===== src/rtl/pcc_pkg.sv =====
// shared constants, beat types and crc byte update for the png chunk crc checker
package pcc_pkg;

   localparam logic [31:0] CRC_POLY = 32'hEDB8_8320;
   localparam logic [31:0] CRC_ONES = 32'hFFFF_FFFF;

   typedef struct packed {
      logic [31:0] chunk_length;
      logic [31:0] chunk_type;
      logic [31:0] stored_crc;
      logic [31:0] computed_crc;
      logic        crc_ok;
   } result_type;

   // reflected crc-32 update by one byte, an xor network of eight shift steps
   function automatic logic [31:0] crc_byte(input logic [31:0] crc, input logic [7:0] b);
      logic [31:0] c;
      c = {24'd0, crc[7:0] ^ b};
      for (int k = 0; k < 8; k++) begin
         c = c[0] ? (CRC_POLY ^ {1'b0, c[31:1]}) : {1'b0, c[31:1]};
      end
      return c ^ {8'd0, crc[31:8]};
   endfunction

endpackage


===== src/rtl/pcc_parser.sv =====
// chunk parser state and per-byte crc update
module pcc_parser (
   input  logic               clock,
   input  logic               reset,
   input  logic               step,
   input  logic [7:0]         byte_value,
   input  logic               chunk_start,
   output logic               emit,
   output pcc_pkg::result_type result
);

   typedef enum logic [1:0] {
      PH_LENGTH = 2'd0,
      PH_TYPE   = 2'd1,
      PH_DATA   = 2'd2,
      PH_CRC    = 2'd3
   } phase_type;

   phase_type   phase_ff, phase_in;
   logic [31:0] count_ff, count_in;
   logic [31:0] length_ff, length_in;
   logic [31:0] type_ff, type_in;
   logic [31:0] crc_ff, crc_in;
   logic [31:0] read_ff, read_in;

   phase_type   phase_b;
   logic [31:0] count_b, length_b, type_b, crc_b, read_b;
   logic [31:0] count_inc;
   logic [31:0] crc_next;
   logic [31:0] read_next;

   always_comb begin
      // resync drops the partial chunk before taking this byte
      if (chunk_start) begin
         phase_b  = PH_LENGTH;
         count_b  = '0;
         length_b = '0;
         type_b   = '0;
         crc_b    = pcc_pkg::CRC_ONES;
         read_b   = '0;
      end else begin
         phase_b  = phase_ff;
         count_b  = count_ff;
         length_b = length_ff;
         type_b   = type_ff;
         crc_b    = crc_ff;
         read_b   = read_ff;
      end

      count_inc = count_b + 32'd1;
      crc_next  = pcc_pkg::crc_byte(crc_b, byte_value);
      read_next = {read_b[23:0], byte_value};

      phase_in  = phase_b;
      count_in  = count_inc;
      length_in = length_b;
      type_in   = type_b;
      crc_in    = crc_b;
      read_in   = read_b;
      emit      = 1'b0;

      unique case (phase_b)
         PH_LENGTH: begin
            length_in = {length_b[23:0], byte_value};
            if (count_inc[31:2] != 30'd0) begin
               phase_in = PH_TYPE;
               count_in = '0;
            end
         end
         PH_TYPE: begin
            type_in = {type_b[23:0], byte_value};
            crc_in  = crc_next;
            if (count_inc[31:2] != 30'd0) begin
               phase_in = (length_b == 32'd0) ? PH_CRC : PH_DATA;
               count_in = '0;
            end
         end
         PH_DATA: begin
            crc_in = crc_next;
            if (count_inc == length_b) begin
               phase_in = PH_CRC;
               count_in = '0;
            end
         end
         PH_CRC: begin
            read_in = read_next;
            if (count_inc[31:2] != 30'd0) begin
               emit      = 1'b1;
               phase_in  = PH_LENGTH;
               count_in  = '0;
               length_in = '0;
               type_in   = '0;
               crc_in    = pcc_pkg::CRC_ONES;
               read_in   = '0;
            end
         end
         default: begin
            phase_in = PH_LENGTH;
         end
      endcase

      result.chunk_length = length_b;
      result.chunk_type   = type_b;
      result.stored_crc   = read_next;
      result.computed_crc = crc_b ^ pcc_pkg::CRC_ONES;
      result.crc_ok       = ((crc_b ^ pcc_pkg::CRC_ONES) == read_next);
   end

   always_ff @(posedge clock) begin
      if (reset) begin
         phase_ff  <= PH_LENGTH;
         count_ff  <= '0;
         length_ff <= '0;
         type_ff   <= '0;
         crc_ff    <= pcc_pkg::CRC_ONES;
         read_ff   <= '0;
      end else if (step) begin
         phase_ff  <= phase_in;
         count_ff  <= count_in;
         length_ff <= length_in;
         type_ff   <= type_in;
         crc_ff    <= crc_in;
         read_ff   <= read_in;
      end
   end

endmodule


===== config.mk =====
export PLATFORM = sky130hd
export DESIGN_NAME = pcc_parser
export DESIGN_NICKNAME = d
export VERILOG_FILES = /design/src/rtl/pcc_pkg.sv /design/src/rtl/pcc_parser.sv
export SDC_FILE = /design/constraint.sdc
export NUM_CORES = 1
export LEC_CHECK = 0
export BUFFER_PORTS_ARGS = -buffer_cell sky130_fd_sc_hd__buf_2
export CORE_AREA = 2 2 195 197
export CTS_BUF_LIST = sky130_fd_sc_hd__clkbuf_4
export CTS_CLUSTER_DIAMETER = 150
export DETAILED_ROUTE_END_ITERATION = 10
export DIE_AREA = 0 0 197 199
export PLACE_DENSITY = 0.54
export RECOVER_POWER = 25
export SYNTH_ARGS = -nofsm -noshare
export SYNTH_HDL_FRONTEND = slang
export SYNTH_SLANG_ARGS = --single-unit

===== constraint.sdc =====
create_clock -name clock -period 13.8 [get_ports clock]
set_clock_uncertainty 0.15 [all_clocks]
set_input_delay 0.69 -clock clock [delete_from_list [all_inputs] [get_ports clock]]
set_output_delay 0.69 -clock clock [all_outputs]
set_load 0.02 [all_outputs]

==> results of run 1 <==
registers in the layout, indices dropped and copies added (netlist names):
register and cells:
crc_ff 32, count_ff 32, length_ff 32, read_ff 24, type_ff 32, phase_ff 2
cell families after synthesis:
group           after synthesis
mux                           7
fa+ha+maj                     7
buf+inv                     214
simple gates                543
xor+xnor                    134
flops                       154
compound gates              380
layout make-up:
type / instances / area share (%)
Antenna cell: 2 / 0.0415
Clock buffer: 18 / 1.12
Clock inverter: 14 / 1.61
Inverter: 74 / 2.30
Multi-Input combinational cell: 1071 / 58.2
Sequential cell: 154 / 25.6
Tap cell: 474 / 4.92
Timing Repair Buffer: 159 / 6.23
synth_stat cells (all sizes together), types with 21 or more instances:
cell type / number / area, um2
xor2: 38 / 333
nor3: 25 / 130
nand2: 91 / 342
inv: 74 / 278
a21oi: 54 / 270
o21ai: 60 / 300
nand2b: 33 / 206
buf: 52 / 272
dfxtp: 154 / 3080
clkbuf: 88 / 330
o32ai: 29 / 254
a32oi: 25 / 219
nor4: 21 / 165
nor2: 199 / 754
nand3: 22 / 110
nor2b: 44 / 275
a211oi: 39 / 293
a2bb2oi: 49 / 429
nand4: 29 / 181
xnor2: 92 / 806
routing by layer:
layer | GRT usage, % | up-vias | wire, um
li1 | - | 5272 | -
met3 | 3.19 | 72 | 2100
met1 | 28.1 | 5478 | 19000
met4 | 6.68 | 0 | 1260
met2 | 34.5 | 393 | 19600
met5 | 0 | - | 0
worst max-delay path: stages:
cell and delay, ns:
clkbuf_1 1.38, clkbuf_1 2.64, nor2b_1 0.55, inv_1 0.29, ha_1 0.29, nand4_1 0.12
a2111oi_0 0.50, o2111a_1 0.31, nand2_1 0.07, or4_4 0.44, nor4_4 0.75, buf_4 0.39
o211ai_1 0.13, a311oi_2 0.26
worst max path at each step:
stage / from / to / cells after the start
after floorplan: chunk_start / emit / 23
after global placement: chunk_start / phase_ff[0]$_SDFFE_PP0P_ / 14
after detailed placement: chunk_start / phase_ff[0]$_SDFFE_PP0P_ / 13
after CTS: count_ff[4]$_SDFFE_PP0P_ / emit / 10
after global routing: chunk_start / phase_ff[0]$_SDFFE_PP0P_ / 14
final: chunk_start / phase_ff[0]$_SDFFE_PP0P_ / 14
power groups by stage:
stage / logic (W) / clock network [W] / registers (W)
floorplan: 0.000128 / 0 / 0.000470
detailed placement: 0.000172 / 0 / 0.000476
global route: 0.000187 / 0.000358 / 0.000467
global placement: 0.000172 / 0 / 0.000475
finish: 0.000173 / 0.000334 / 0.000466
CTS: 0.000173 / 0.000343 / 0.000466
layout by cell type, fill, tap and decap left out, types with 7 or more instances in the layout:
master     Yosys  layout
inv_1         73      73
or4_1         14      14
buf_2         31      72
nand2_1       91      91
or3_1         13      13
clkbuf_4       0      18
nor2b_1       44      44
a2bb2oi_1     49      49
o21ai_0       48      48
ha_1           7       7
o21ai_1       12      12
o32ai_1       29      29
a211o_1        7       7
a21oi_1       54      52
nand4b_1      11      11
a32oi_1       25      25
a31oi_1       16      16
xnor2_1       92      92
nor3_1        24      24
nor2_1       198     198
nor4_1        17      17
o32a_1        19      19
a211oi_1      39      39
o22ai_1        9       9
clkbuf_1      88      70
nand4_1       29      29
nand2b_1      33      33
buf_4          8      17
xor2_1        38      38
and3_1        12      12
nand3_1       22      22
dfxtp_1      154     154
stage by stage:
stage	worst slack, ns	hold WS, ns	total power (W)	util (%)	cells
after floorplan	7.62	0.286	0.000598	-	1439
after global placement	8.29	0.297	0.000647	31.8	1932
after detailed placement	8.16	0.307	0.000648	31.8	1932
after CTS	7.97	0.251	0.000982	32.7	1964
after global routing	4.79	0.245	0.00101	32.5	1966
final	5.29	0.295	0.000973	32.5	1966
==> flow_summary.json, run 1 <==
{
  "cp.required_ns": 14.19,
  "cts.sinks": 154,
  "muxShareOfSynthArea_pct": 0.674,
  "io_buffers": 141,
  "arrival_ns": 8.90,
  "netlist_area_um2": 11000,
  "final-seq-area_um2": 3080,
  "switching_power_w": 0.000312,
  "cts_hold_buffers": 0,
  "grt.total_usage_pct": 20.9,
  "cts_buffers": 17,
  "grt_max_degree": 88,
  "clk_path_buf_depth": 2,
  "fin_crit_ns": 8.51,
  "combPwrFrac_pct": 17.8,
  "root_buffer": "clkbuf_4",
  "seq_area_frac_synth_pct": 28.1,
  "hp-class": "input port to register",
  "internal-power_w": 0.000661,
  "fp.dieArea_um2": 39200,
  "grt_setup_unrepaired": "false",
  "vias_per_cell": 5.70,
  "drt_iter0_drc": 989,
  "synth_fp_nets": 1458,
  "grt_pass1_wl_um": 63700,
  "startpoint_type": "input port",
  "reg2reg_slack_ns": 8.51,
  "power.switching_fraction_pct": 32.1,
  "wl_um": 41900,
  "p_leak_nw": 4.04,
  "pin_count": 142,
  "multi_input_area_um2": 7020,
  "place_area_um2": 11800,
  "worst_pin_slew_ns": 3.63,
  "fin_setup_tns_ns": 0,
  "synth_cell_types": 84,
  "path_clk_slew_ns": 0.14,
  "hold_violations": 0,
  "synthCells": 1439,
  "status": "finished, violations left",
  "yosys_warnings": 0,
  "avgSynthCellArea_um2": 7.62,
  "die_x_um": 197,
  "rows": 71,
  "cts_resized": 0,
  "firstDrtPassIters": 6,
  "ir_drop_mv": 0.0427,
  "gp_congestion": 0.913,
  "num_vias": 11200,
  "synthXorXnorAreaFrac_pct": 11.2,
  "postCtsSetupRepairBufs": 0,
  "synth_top_family_by_area": "compound AO/OA/AOI/OAI gates",
  "h-tree-depth": 4,
  "p_per_area_nw_per_um2": 80.7,
  "grt_pass1_vias": 10300,
  "tritoncts": "done",
  "clkLatencyLatePin_ns": 0.63,
  "max_freq_ghz": 0.118,
  "wire_per_inst_um": 21.3,
  "drc": 0,
  "seqPwrFrac_pct": 47.9,
  "path_class": "input port to register",
  "synth_seq_cells": 154,
  "gr-total-overflow": 0,
  "yosys.area_share.adder_pct": 0.799,
  "max_slew_margin_pct": -142,
  "min_to": "read_ff[1]$_SDFFE_PP0P_",
  "antenna_left": 0,
  "fillers": 4071,
  "hpwl_um": 29000,
  "nets": 1496,
  "maxCapViolCount": 4,
  "synth_edf_count": 0,
  "start_util_pct": 29.5,
  "core_um2": 37100,
  "slew_violations": 247,
  "rr_startpoint": "count_ff[4]$_SDFFE_PP0P_",
  "r2r_cells": 10,
  "drive_gt1_share_pct": 9.87,
  "yosys.area_share.simple_pct": 25.5,
  "finalCritPeriodShare_pct": 61.6,
  "cp_max_fo": 87,
  "ys_dominant_reg_cell": "dfxtp_1",
  "whs_path_depth": 3,
  "design_area_um2": 12100,
  "syn_to_final_growth_pct": 9.99,
  "min_from": "byte_value[1]",
  "async_flop_share_pct": 0,
  "die_y_um": 199,
  "r2r_end": "phase_ff[0]$_SDFFE_PP0P_",
  "violations": "capacitance limit, slew limit",
  "setup_violations": 0,
  "synth_compound_area_share_pct": 25.7,
  "p_clk_share_pct": 34.3,
  "grt_antenna_before_repair": 2,
  "cp-end-kind": "register"
}
Power figures use the tool's default switching activity.
==> inputs of run 2 (changes only) <==
--- a/config.mk
+++ b/config.mk
@@ -5,13 +5,14 @@
 export SDC_FILE = /design/constraint.sdc
 export NUM_CORES = 1
 export LEC_CHECK = 0
+export ABC_AREA = 1
 export BUFFER_PORTS_ARGS = -buffer_cell sky130_fd_sc_hd__buf_2
-export CORE_AREA = 2 2 195 197
+export CORE_AREA = 2 2 198 200
 export CTS_BUF_LIST = sky130_fd_sc_hd__clkbuf_4
 export CTS_CLUSTER_DIAMETER = 150
 export DETAILED_ROUTE_END_ITERATION = 10
-export DIE_AREA = 0 0 197 199
-export PLACE_DENSITY = 0.54
+export DIE_AREA = 0 0 200 202
+export PLACE_DENSITY = 0.55
 export RECOVER_POWER = 25
 export SYNTH_ARGS = -nofsm -noshare
 export SYNTH_HDL_FRONTEND = slang
==> constraint.sdc (replaced) <==
create_clock -name clock -period 7.89 [get_ports clock]
set_clock_uncertainty 0.15 [all_clocks]
set_input_delay 0.3945 -clock clock [delete_from_list [all_inputs] [get_ports clock]]
set_output_delay 0.3945 -clock clock [all_outputs]
set_load 0.02 [all_outputs]
==> flow_summary.json, run 2 <==
{
  "crit_top_cell": "nand2_1",
  "num_vias": 13300,
  "syn_to_final_growth_pct": 10.0,
  "status": "finished, violations left",
  "gr-total-overflow": 0,
  "cts_resized": 0,
  "antenna_left": 0,
  "core_um2": 38300,
  "yosysMostFrequentCell": "nand2_1",
  "worst_pin_slew_ns": 2.63,
  "fin_crit_ns": 6.06,
  "firstDrtPassIters": 5,
  "grt_setup_unrepaired": "false",
  "vias_per_cell": 5.32,
  "combPwrFrac_pct": 27.9,
  "grt_pass1_vias": 12100,
  "cts.sinks": 154,
  "internal-power_w": 0.00113,
  "avgSynthCellArea_um2": 5.97,
  "synthTopCellsByCount": "nand2_1 (532), o21ai_0 (218), a21oi_1 (194), nor2_1 (179), inv_1 (173)",
  "root_buffer": "clkbuf_4",
  "tritoncts": "done",
  "drc": 0,
  "grt_antenna_before_repair": 3,
  "wl_um": 47500,
  "hold_violations": 0,
  "rows": 72,
  "clk_path_buf_depth": 2,
  "startpoint_type": "input port",
  "synthCells": 1906,
  "die_y_um": 202,
  "path_clk_slew_ns": 0.19,
  "drt_iter0_drc": 1365,
  "final.setup.worst_slack_ns": 1.83,
  "crit_buf_inv": 5,
  "synth_top_area_share_pct": 27.1,
  "setup_violations": 0,
  "arrival_ns": 5.51,
  "max_freq_ghz": 0.165,
  "slowest_stage": "clkbuf_1",
  "pre_cts_slack_ns": 2.53,
  "layout_common_cells": "nand2_1 (532), o21ai_0 (218), a21oi_1 (194), nor2_1 (182), inv_1 (171)",
  "p_per_area_nw_per_um2": 156,
  "slew_violations": 47,
  "max_slew_margin_pct": -75.5,
  "p_leak_nw": 5.71,
  "ir_drop_mv": 0.145,
  "yosysTopAreaCell": "dfxtp_1",
  "path_class": "input port to output pin",
  "h-tree-depth": 4,
  "synth_cell_types": 44,
  "netlist_area_um2": 11400,
  "grt.total_usage_pct": 23.4,
  "worstPathCellList": "buf_2, clkbuf_1, nor2_1, ha_1, nand2_1, inv_1, nand2_1, nand2_1, nand2_1, nand3b_1, nor2_1, nand2_1, nor2_1, nand2_1, nor2_2, nand3_2, nand2_2, inv_1, buf_2",
  "grt_pass1_wl_um": 72700,
  "met1_length_um": 22200,
  "yosys_warnings": 0,
  "synth_fp_nets": 1925,
  "placed_cells": 2457,
  "synth_seq_cells": 154,
  "fp.dieArea_um2": 40400,
  "violations": "capacitance limit, slew limit",
  "cp-end-kind": "output pin",
  "clkLatencyLatePin_ns": 0.66,
  "die_x_um": 200,
  "cts_buffers": 17,
  "maxUsedRoutingLayer": "met5",
  "slowest_delay_ns": 1.85,
  "cp_max_fo": 46,
  "pin_count": 142,
  "synth_edf_count": 0,
  "wl_met2_um": 20600,
  "path_delay_family": "buffers and inverters",
  "layout_commonest_cell": "nand2_1",
  "async_flop_share_pct": 0,
  "layout.cells.non_filler": 2499,
  "hp-class": "input port to register",
  "finalCritPeriodShare_pct": 76.8,
  "drive_gt1_share_pct": 8.79,
  "wire_per_inst_um": 19.0,
  "grt_max_degree": 131,
  "fin_setup_tns_ns": 0,
  "ys_dominant_reg_cell": "dfxtp_1",
  "hpwl_um": 33500,
  "cp.required_ns": 7.35,
  "maxCapViolCount": 1,
  "start_util_pct": 29.7,
  "switching_power_w": 0.000817,
  "power_w": 0.00195,
  "nets": 1985,
  "p_clk_share_pct": 27.8,
  "synth_area_leaders": "dfxtp_1 (27%), nand2_1 (18%), o21ai_0 (9.6%), a21oi_1 (8.5%), nor2_1 (5.9%)",
  "gp_congestion": 0.992,
  "wl_met3_um": 3410,
  "seqPwrFrac_pct": 44.3,
  "power.switching_fraction_pct": 42.0,
  "io_buffers": 141,
  "seq_area_frac_synth_pct": 27.1
}
## run 2: cell count changes after synthesis, sizes merged, moves of 42 or more
| cell | before | now |
|---|---|---|
| nor2b | 44 | 0 |
| o21ai | 60 | 228 |
| nand2 | 91 | 543 |
| a2bb2oi | 49 | 0 |
| inv | 74 | 179 |
| a21oi | 54 | 194 |
| xnor2 | 92 | 12 |
| o22ai | 9 | 51 |
| nand3 | 22 | 92 |
## run 2: metrics by stage
stage | hold slack (ns) | area (um2) | utilization, %
floorplan | 0.291 | 11400 | -
global placement | 0.300 | 12200 | 32.0
detailed placement | 0.304 | 12200 | 32.0
CTS | 0.0882 | 12600 | 32.9
global route | 0.165 | 12500 | 32.7
finish | 0.150 | 12500 | 32.7
## run 2: power groups by stage
| stage | clock network, W | logic [W] | registers (W) |
|---|---|---|---|
| 2_1_floorplan | 0 | 0.000395 | 0.000864 |
| 3_3_place_gp | 0 | 0.000533 | 0.000876 |
| 3_5_place_dp | 0 | 0.000535 | 0.000877 |
| 4_1_cts | 0.000558 | 0.000540 | 0.000861 |
| 5_1_grt | 0.000590 | 0.000598 | 0.000867 |
| 6_report | 0.000541 | 0.000544 | 0.000861 |
## run 2: final timing paths
kind | cells past startpoint | to | slack, ns | start
max | 19 | emit | 1.83 | chunk_start
min | 3 | crc_ff[30]$_SDFFE_PP1P_ | 0.15 | step
max reg2reg | 17 | length_ff[30]$_SDFFE_PP0P_ | 3.38 | count_ff[0]$_SDFFE_PP0P_
min reg2reg | 2 | length_ff[25]$_SDFFE_PP0P_ | 0.33 | length_ff[25]$_SDFFE_PP0P_
## run 2: cells by family (layout without fill, tap and decap cells)
| group | count (synthesis) | after routing | synth area share (%) |
|---|---|---|---|
| AO/OA/AOI/OAI | 513 | 513 | 23.8 |
| XOR/XNOR | 49 | 49 | 3.97 |
| buffers and inverters | 300 | 373 | 11.0 |
| adder cells (fa/ha/maj) | 7 | 7 | 0.770 |
| flip-flops | 154 | 154 | 27.1 |
| other | 0 | 2 | 0 |
| AND/OR/NAND/NOR | 883 | 883 | 33.3 |
## run 2: worst reg2reg max path, delay by kind of cell, from the launching register on
| family | cells | cell delay, ns |
|---|---|---|
| and+or+nand+nor | 12 | 3.28 |
| DFF | 1 | 0.39 |
| adders and majority gates | 1 | 0.26 |
| buffers and inverters | 3 | 0.22 |
| AOI/OAI and AO/OA | 1 | 0.15 |
## run 2: area by class of cell
cell class | instances | area, um2
Tap cell | 518 | 648
Multi-Input combinational cell | 1452 | 7020
Clock inverter | 15 | 168
Timing Repair Buffer | 158 | 773
Sequential cell | 154 | 3080
Antenna cell | 2 | 5.00
Inverter | 183 | 691
Fill cell | 4357 | 25800
Clock buffer | 17 | 128
## run 2: metal layers
metal / up-vias / global-route usage (%)
li1: 6396 / -
met1: 6259 / 34.0
met2: 567 / 35.1
met3: 83 / 3.22
met4: 2 / 8.25
met5: - / 0
## run 2: timing repair
action / CTS / global route
setup buffers: 0 / 0
hold buffers: 8 / 0
hold endpoints to repair: 8 / 0
endpoints found under the setup margin: 0 / 0
